[src/bale_pkg.sv]
`default_nettype none

package bale_pkg;

    localparam int BALE_CAPACITY = 16;

    localparam int DATA_W   = 32;
    localparam int POS_W    = 5;
    localparam int MODE_W   = 3;
    localparam int STATUS_W = 3;

    localparam logic [MODE_W-1:0] MODE_CLEAR   = 3'd0;
    localparam logic [MODE_W-1:0] MODE_APPEND  = 3'd1;
    localparam logic [MODE_W-1:0] MODE_INSERT  = 3'd2;
    localparam logic [MODE_W-1:0] MODE_DELETE  = 3'd3;
    localparam logic [MODE_W-1:0] MODE_SEARCH  = 3'd4;
    localparam logic [MODE_W-1:0] MODE_DISPLAY = 3'd5;

    localparam logic [STATUS_W-1:0] ST_OK        = 3'd0;
    localparam logic [STATUS_W-1:0] ST_FULL      = 3'd1;
    localparam logic [STATUS_W-1:0] ST_BAD_POS   = 3'd2;
    localparam logic [STATUS_W-1:0] ST_NOT_FOUND = 3'd3;
    localparam logic [STATUS_W-1:0] ST_EMPTY     = 3'd4;

endpackage

`default_nettype wire

[src/bounded_array_list_engine.sv]
// Channel   Handshake                  Payload
// input     in_valid / in_stall        mode, item_value, item_position
// output    out_valid / out_stall      status, result_value, result_position,
//                                      element_total, last_of_run
//
// One item at a time; the store has one write and one registered read port,
// so each moved or scanned element takes a read state and then a write,
// compare or output state.
// Reset clears the count and control; store contents are undefined until written.
// Output stall holds the output register and the sequencer waits on it.

`default_nettype none

module bounded_array_list_engine
    import bale_pkg::*;
#(
    parameter int CAPACITY = BALE_CAPACITY
)
(
    input  wire logic                       clk,
    input  wire logic                       rst_n,
    input  wire logic                       in_valid,
    output logic                            in_stall,
    input  wire logic [MODE_W-1:0]          mode,
    input  wire logic signed [DATA_W-1:0]   item_value,
    input  wire logic [POS_W-1:0]           item_position,
    output logic                            out_valid,
    input  wire logic                       out_stall,
    output logic [STATUS_W-1:0]             status,
    output logic signed [DATA_W-1:0]        result_value,
    output logic [POS_W-1:0]                result_position,
    output logic [POS_W-1:0]                element_total,
    output logic                            last_of_run
);

    localparam int CW = $clog2(CAPACITY + 1);
    localparam int AW = (CAPACITY > 1) ? $clog2(CAPACITY) : 1;
    localparam int WW = (CW > POS_W) ? CW : POS_W;

    typedef enum logic [3:0] {
        S_IDLE,
        S_INS_RD,
        S_INS_WR,
        S_DEL_CAP,
        S_DEL_RD,
        S_DEL_WR,
        S_SRCH_RD,
        S_SRCH_CMP,
        S_DISP_RD,
        S_DISP_OUT,
        S_EMIT
    } state_t;

    state_t                 state_reg, state_next;
    logic [CW-1:0]          count_reg, count_next;
    logic [CW-1:0]          idx_reg, idx_next;
    logic [WW-1:0]          pos_m1_reg, pos_m1_next;
    logic [DATA_W-1:0]      key_reg, key_next;
    logic [STATUS_W-1:0]    res_status_reg, res_status_next;
    logic [DATA_W-1:0]      res_value_reg, res_value_next;
    logic [POS_W-1:0]       res_pos_reg, res_pos_next;

    logic                   out_valid_reg, out_valid_next;
    logic [STATUS_W-1:0]    out_status_reg, out_status_next;
    logic [DATA_W-1:0]      out_value_reg, out_value_next;
    logic [POS_W-1:0]       out_pos_reg, out_pos_next;
    logic [POS_W-1:0]       out_total_reg, out_total_next;
    logic                   out_last_reg, out_last_next;

    logic [DATA_W-1:0]      mem_array [CAPACITY];
    logic [DATA_W-1:0]      rd_data_reg;
    logic                   wr_en;
    logic [AW-1:0]          wr_addr;
    logic [DATA_W-1:0]      wr_data;
    logic [AW-1:0]          rd_addr;

    logic                   load_ok;
    logic                   full;
    logic                   empty;
    logic [WW-1:0]          in_pos_m1;
    logic [WW-1:0]          count_w;
    logic [WW-1:0]          idx_w;
    logic [CW-1:0]          idx_p1;
    logic [CW-1:0]          idx_m1;
    logic [WW-1:0]          idx_p1_w;

    assign load_ok   = !out_valid_reg || !out_stall;
    assign full      = (count_reg == CW'(CAPACITY));
    assign empty     = (count_reg == '0);
    assign in_pos_m1 = WW'(item_position) - WW'(1);
    assign count_w   = WW'(count_reg);
    assign idx_w     = WW'(idx_reg);
    assign idx_p1    = idx_reg + CW'(1);
    assign idx_m1    = idx_reg - CW'(1);
    assign idx_p1_w  = WW'(idx_p1);

    always_ff @(posedge clk)
    begin
        if (wr_en)
        begin
            mem_array[wr_addr] <= wr_data;
        end
        rd_data_reg <= mem_array[rd_addr];
    end

    always_comb
    begin
        state_next      = state_reg;
        count_next      = count_reg;
        idx_next        = idx_reg;
        pos_m1_next     = pos_m1_reg;
        key_next        = key_reg;
        res_status_next = res_status_reg;
        res_value_next  = res_value_reg;
        res_pos_next    = res_pos_reg;
        out_valid_next  = out_valid_reg && out_stall;
        out_status_next = out_status_reg;
        out_value_next  = out_value_reg;
        out_pos_next    = out_pos_reg;
        out_total_next  = out_total_reg;
        out_last_next   = out_last_reg;
        wr_en           = 1'b0;
        wr_addr         = idx_reg[AW-1:0];
        wr_data         = rd_data_reg;
        rd_addr         = idx_reg[AW-1:0];

        unique case (state_reg)
            S_IDLE:
            begin
                rd_addr = in_pos_m1[AW-1:0];
                if (in_valid)
                begin
                    pos_m1_next     = in_pos_m1;
                    key_next        = item_value;
                    idx_next        = '0;
                    res_status_next = ST_OK;
                    res_value_next  = '0;
                    res_pos_next    = '0;
                    case (mode)
                        MODE_CLEAR:
                        begin
                            count_next = '0;
                            state_next = S_EMIT;
                        end
                        MODE_APPEND:
                        begin
                            if (full)
                            begin
                                res_status_next = ST_FULL;
                            end
                            else
                            begin
                                wr_en      = 1'b1;
                                wr_addr    = count_reg[AW-1:0];
                                wr_data    = item_value;
                                count_next = count_reg + CW'(1);
                            end
                            state_next = S_EMIT;
                        end
                        MODE_INSERT:
                        begin
                            if (full)
                            begin
                                res_status_next = ST_FULL;
                                state_next      = S_EMIT;
                            end
                            else if (item_position == '0 || in_pos_m1 > count_w)
                            begin
                                res_status_next = ST_BAD_POS;
                                state_next      = S_EMIT;
                            end
                            else
                            begin
                                idx_next   = count_reg;
                                state_next = S_INS_RD;
                            end
                        end
                        MODE_DELETE:
                        begin
                            if (empty)
                            begin
                                res_status_next = ST_EMPTY;
                                state_next      = S_EMIT;
                            end
                            else if (item_position == '0 || in_pos_m1 >= count_w)
                            begin
                                res_status_next = ST_BAD_POS;
                                state_next      = S_EMIT;
                            end
                            else
                            begin
                                state_next = S_DEL_CAP;
                            end
                        end
                        MODE_SEARCH:
                        begin
                            if (empty)
                            begin
                                res_status_next = ST_EMPTY;
                                state_next      = S_EMIT;
                            end
                            else
                            begin
                                state_next = S_SRCH_RD;
                            end
                        end
                        MODE_DISPLAY:
                        begin
                            if (empty)
                            begin
                                res_status_next = ST_EMPTY;
                                state_next      = S_EMIT;
                            end
                            else
                            begin
                                state_next = S_DISP_RD;
                            end
                        end
                        default:
                        begin
                            state_next = S_IDLE;
                        end
                    endcase
                end
            end
            S_INS_RD:
            begin
                if (idx_w > pos_m1_reg)
                begin
                    rd_addr    = idx_m1[AW-1:0];
                    state_next = S_INS_WR;
                end
                else
                begin
                    wr_en      = 1'b1;
                    wr_addr    = pos_m1_reg[AW-1:0];
                    wr_data    = key_reg;
                    count_next = count_reg + CW'(1);
                    state_next = S_EMIT;
                end
            end
            S_INS_WR:
            begin
                wr_en      = 1'b1;
                idx_next   = idx_m1;
                state_next = S_INS_RD;
            end
            S_DEL_CAP:
            begin
                res_value_next = rd_data_reg;
                idx_next       = pos_m1_reg[CW-1:0];
                state_next     = S_DEL_RD;
            end
            S_DEL_RD:
            begin
                if (idx_p1 < count_reg)
                begin
                    rd_addr    = idx_p1[AW-1:0];
                    state_next = S_DEL_WR;
                end
                else
                begin
                    count_next = count_reg - CW'(1);
                    state_next = S_EMIT;
                end
            end
            S_DEL_WR:
            begin
                wr_en      = 1'b1;
                idx_next   = idx_p1;
                state_next = S_DEL_RD;
            end
            S_SRCH_RD:
            begin
                state_next = S_SRCH_CMP;
            end
            S_SRCH_CMP:
            begin
                if (rd_data_reg == key_reg)
                begin
                    res_pos_next = idx_p1_w[POS_W-1:0];
                    state_next   = S_EMIT;
                end
                else if (idx_p1 == count_reg)
                begin
                    res_status_next = ST_NOT_FOUND;
                    state_next      = S_EMIT;
                end
                else
                begin
                    idx_next   = idx_p1;
                    state_next = S_SRCH_RD;
                end
            end
            S_DISP_RD:
            begin
                state_next = S_DISP_OUT;
            end
            S_DISP_OUT:
            begin
                if (load_ok)
                begin
                    out_valid_next  = 1'b1;
                    out_status_next = ST_OK;
                    out_value_next  = rd_data_reg;
                    out_pos_next    = idx_p1_w[POS_W-1:0];
                    out_total_next  = count_w[POS_W-1:0];
                    out_last_next   = (idx_p1 == count_reg);
                    if (idx_p1 == count_reg)
                    begin
                        state_next = S_IDLE;
                    end
                    else
                    begin
                        idx_next   = idx_p1;
                        state_next = S_DISP_RD;
                    end
                end
            end
            S_EMIT:
            begin
                if (load_ok)
                begin
                    out_valid_next  = 1'b1;
                    out_status_next = res_status_reg;
                    out_value_next  = res_value_reg;
                    out_pos_next    = res_pos_reg;
                    out_total_next  = count_w[POS_W-1:0];
                    out_last_next   = 1'b1;
                    state_next      = S_IDLE;
                end
            end
            default:
            begin
                state_next = S_IDLE;
            end
        endcase
    end

    always_ff @(posedge clk or negedge rst_n)
    begin
        if (!rst_n)
        begin
            state_reg      <= S_IDLE;
            count_reg      <= '0;
            idx_reg        <= '0;
            pos_m1_reg     <= '0;
            key_reg        <= '0;
            res_status_reg <= ST_OK;
            res_value_reg  <= '0;
            res_pos_reg    <= '0;
            out_valid_reg  <= 1'b0;
            out_status_reg <= ST_OK;
            out_value_reg  <= '0;
            out_pos_reg    <= '0;
            out_total_reg  <= '0;
            out_last_reg   <= 1'b0;
        end
        else
        begin
            state_reg      <= state_next;
            count_reg      <= count_next;
            idx_reg        <= idx_next;
            pos_m1_reg     <= pos_m1_next;
            key_reg        <= key_next;
            res_status_reg <= res_status_next;
            res_value_reg  <= res_value_next;
            res_pos_reg    <= res_pos_next;
            out_valid_reg  <= out_valid_next;
            out_status_reg <= out_status_next;
            out_value_reg  <= out_value_next;
            out_pos_reg    <= out_pos_next;
            out_total_reg  <= out_total_next;
            out_last_reg   <= out_last_next;
        end
    end

    assign in_stall        = (state_reg != S_IDLE);
    assign out_valid       = out_valid_reg;
    assign status          = out_status_reg;
    assign result_value    = out_value_reg;
    assign result_position = out_pos_reg;
    assign element_total   = out_total_reg;
    assign last_of_run     = out_last_reg;

    a_count_bound: assert property (@(posedge clk) disable iff (!rst_n)
        count_reg <= CW'(CAPACITY))
        else $error("element count above capacity");

    a_clear_empties: assert property (@(posedge clk) disable iff (!rst_n)
        (in_valid && !in_stall && mode == MODE_CLEAR) |=> (count_reg == '0))
        else $error("clear did not empty the list");

    a_unused_mode_idle: assert property (@(posedge clk) disable iff (!rst_n)
        (in_valid && !in_stall && mode > MODE_DISPLAY) |=> !in_stall)
        else $error("unused mode left the sequencer busy");

    a_run_body_ok: assert property (@(posedge clk) disable iff (!rst_n)
        (out_valid && !last_of_run) |-> (status == ST_OK))
        else $error("non-final item carries an error status");

endmodule

`default_nettype wire

[config.mk]
export PLATFORM = sky130hd
export DESIGN_NAME = bounded_array_list_engine
export DESIGN_NICKNAME = d
export VERILOG_FILES = /design/src/bale_pkg.sv /design/src/bounded_array_list_engine.sv
export SDC_FILE = /design/constraint.sdc
export NUM_CORES = 1
export LEC_CHECK = 0
export ABC_AREA = 1
export BUFFER_PORTS_ARGS = -buffer_cell sky130_fd_sc_hd__buf_2
export CAP_MARGIN = 10
export CORE_AREA = 2 2 217 272
export DETAILED_ROUTE_END_ITERATION = 16
export DIE_AREA = 0 0 219 274
export PLACE_DENSITY = 0.82
export SETUP_SLACK_MARGIN = 0.5
export SYNTH_ARGS = -nofsm -noshare
export SYNTH_HDL_FRONTEND = slang
export SYNTH_SLANG_ARGS = --single-unit
[constraint.sdc]
create_clock -name clk -period 9.3 [get_ports clk]
set_input_delay 1.395 -clock clk [delete_from_list [all_inputs] [get_ports clk]]
set_output_delay 1.395 -clock clk [all_outputs]
set_load 0.01 [all_outputs]
==> results by group <==
Status
  – Outcome: complete, no violations

Placed design
  – Hpwl dp: 50,500 um
  – GPL Wtd Cong: 1.05
  – Placed inst area: 31,900 sq um
  – Buffers on Ports: 91

Timing
  – Rel. slew slack: 15.0%
  – Final setup viols: 0
  – Final hold vios: 0
  – Max Slew Vio Count: 0
  – Unrepaired setup endpoints after global routing: false
  – Fmax achieved: 177 MHz
  – Fin crit share: 60.9%
  – Setup Total Neg Slack: 0 ps
  – Clock skew: 20.7 ps
  – Tightest Pin Transition: 1270 ps
  – Clock period minus worst slack: 5660 ps

Power and ir drop
  – Register share of total power: 34.9%
  – Net Switching: 5.91 mW
  – P per Cell Area: 394 nW/um^2
  – Sw Ratio: 44.2%
  – P_leak: 14.2 nW
  – Cell Int Power: 7.47 mW
  – Logic pwr share: 46.1%
  – Clock network power share: 19.0%
  – Peak VDD IR: 0.000312 V

Setup path
  – RR Endpoint: rd_data_reg[28]
  – Origin of the critical flop-to-flop path: idx_reg[0]
  – CP arrival: 6160 ps
  – WS Path Type: flip-flop to flip-flop
  – Critical path data required time: 9800 ps
  – Crit-path max FO: 93
  – Worst setup EP type: flip-flop
  – Setup crit end: rd_data_reg[28]
  – CP startpoint kind: flip-flop
  – Reg2Reg Setup Slack: 3640 ps
  – Worst Reg-to-Reg Cells: 19
  – Crit. Startpoint: idx_reg[0]

Synthesis
  – Post-synth net total: 3,171
  – Post-synthesis xor/xnor area fraction: 0.798%
  – Post-synthesis adder-cell area fraction: 0.814%
  – Mean post-synth cell area: 9.89 sq um
  – Syn. warnings: 0
  – Synth Register Bits: 682
  – Post-synthesis cell count: 3,107
  – Post-synthesis simple-gate area fraction: 21.5%
  – Post-synthesis cell type count: 40
  – Mux cell area share after synthesis: 0%
  – Compound-Gate Fraction of Synth Area: 5.46%
  – Register area share after synthesis: 63.3%
  – Synth Cell Area: 30,700 sq um
  – Largest family of logic cells by synthesized area: simple AND/OR/NAND/NOR gates

CTS
  – Inserted Clock Buffers: 59
  – # resized after CTS: 0
  – Clock Sinks: 682
  – H-tree levels: 2
  – Worst skew pair latency: 620 ps
  – Postcts setup bufs: 0
  – Clock Pin Slew Worst Setup and Hold Paths: 70 ps
  – Cts-stage hold buffer count: 0
  – Max Root-Sink Buffers: 3
  – CTS tree: yes
  – CTS root buffer: clkbuf_16

Drt
  – DR vias: 23,400
  – Routed len/inst: 21.5 um
  – Drc violations: 0
  – Initial detailed-routing violation count: 3,278
  – Pre-antenna DRT Iters: 8
  – Final ANT Viol Nets: 0
  – Vias/cell: 5.94
  – Final wirelength: 84,800 um

Layout
  – Most flop-heavy register: mem_array
  – P&R area growth vs syn: 10.5%
  – Most frequent cells in the layout: nand2_1, nand3_1, edfxtp_1
  – Share of cells above drive strength 1: 9.28%
  – Layout net count: 3,205
  – Max FFs per register: 512
  – Commonest non-fill, non-tap cell in the layout: nand2_1
  – Final instance area: 34,000 sq um

GRT
  – Vias in the first global route: 22,800
  – Initial antenna violation count: 2
  – GRT Resource Usage Total: 27.9%
  – Overflow after GRT: 0
  – Largest net degree at the start of global routing: 106
  – First-pass GRT wire length: 128,000 um

Floorplan
  – Die ar.: 60,000 sq um
  – Die Ht: 274 um
  – Num rows: 99
  – Num ports: 92
  – Core area: 57,700 sq um
  – Die W: 219 um
  – Starting Density: 53.2%

Run
  – Max_cap viols: 0

Hold path
  – Hold WC Path Type: flip-flop to flip-flop
## power groups by stage
stage	sequential (mW)	clock, mW	combinational, mW
6_report	4.67	2.55	6.17
5_1_grt	4.71	2.67	6.64
4_1_cts	4.66	2.55	6.01
3_5_place_dp	4.71	0	5.92
3_3_place_gp	4.70	0	5.78
2_1_floorplan	4.67	0	3.97
## worst min-delay path by stage
stage                           start           endpoint  slack (ps)  cells after the start
global route         result_value[30]   result_value[30]         500                      1
global placement     result_value[28]   result_value[28]         470                      1
floorplan           res_status_reg[0]  res_status_reg[0]         460                      1
detailed placement   result_value[27]   result_value[27]         470                      1
finish               result_value[27]   result_value[27]         480                      1
CTS                  result_value[27]   result_value[27]         490                      1
## Yosys cell counts
master	n	area, sq um
nor3_1	11	55.1
inv_1	412	1550
o21ai_1	1	5.00
buf_4	9	67.6
nor4_1	3	18.8
nor2_8	2	40.0
dfxtp_1	32	641
a31oi_1	2	12.5
a21oi_1	19	95.1
o221ai_1	35	307
buf_2	132	661
nand3_1	630	3150
o21ai_0	109	546
a211oi_1	1	7.51
clkinv_1	2	7.51
o21a_1	44	330
nand3_4	2	35.0
o31ai_1	3	22.5
o22ai_1	46	288
xnor2_1	19	166
nor3b_1	1	7.51
edfxtp_1	512	15400
nand2_4	2	22.5
a21oi_2	1	8.76
xor2_1	9	78.8
clkbuf_1	33	124
dfrtp_1	138	3450
ha_1	20	250
nor2_1	53	199
nor2_2	5	31.3
nand2_2	5	31.3
nor3_4	1	16.3
o21ai_2	1	8.76
o211ai_1	4	30.0
nand3_2	1	10.0
nand2_1	770	2890
buf_1	4	15.0
inv_2	13	48.8
nand4_1	18	113
o2111ai_1	2	17.5
## stage by stage
| stage | util (%) | hold slack, ps | power [mW] | setup WS (ps) | cells |
|---|---|---|---|---|---|
| after floorplan | - | 465 | 8.64 | 4920 | 3107 |
| after global placement | 55.3 | 469 | 10.5 | 3680 | 3834 |
| after detailed placement | 55.3 | 474 | 10.6 | 3640 | 3834 |
| after CTS | 58.8 | 489 | 13.2 | 3870 | 3944 |
| after global routing | 58.8 | 503 | 14.0 | 3390 | 3949 |
| final | 58.8 | 484 | 13.4 | 3640 | 3949 |
## cell families after synthesis
kind of cell,after synthesis
AO/OA/AOI/OAI,268
XOR/XNOR,28
adder cells (fa/ha/maj),20
buffers and inverters,605
flip-flops,682
AND/OR/NAND/NOR,1504
## critical path, cell delays in order (launching register included)
cell,delay (ps)
dfrtp_1,570
ha_1,250
nand3_1,120
xor2_1,210
inv_1,180
ha_1,340
nand2_1,110
inv_1,50
a21oi_1,210
nand2_1,100
nand2_1,160
nand3_4,160
nand2_8,380
buf_4,850
buf_4,930
nand3_1,200
nand3_1,170
nand3_1,120
nand3_1,180
nand2_1,60
## metal layers
metal | routed length [um] | share of wire [%] | vias up | GRT usage [%]
met4 | 5200 | 6.1 | 0 | 16.6
met1 | 29500 | 35 | 11200 | 33.7
li1 | - | - | 10500 | -
met2 | 41800 | 49 | 1423 | 47.5
met5 | 0 | 0 | - | 0
met3 | 8270 | 9.7 | 294 | 4.15
## area by class of cell
cell class                      count  area [sq um]
Antenna cell                        2          5.00
Tap cell                          757           947
Clock inverter                     32           394
Inverter                          427          1610
Sequential cell                   682         19500
Clock buffer                       78          1600
Timing Repair Buffer              151           925
Multi-Input combinational cell   1820          9020
Fill cell                        4505         23800
No activity file was read; power rests on OpenSTA's default activity.
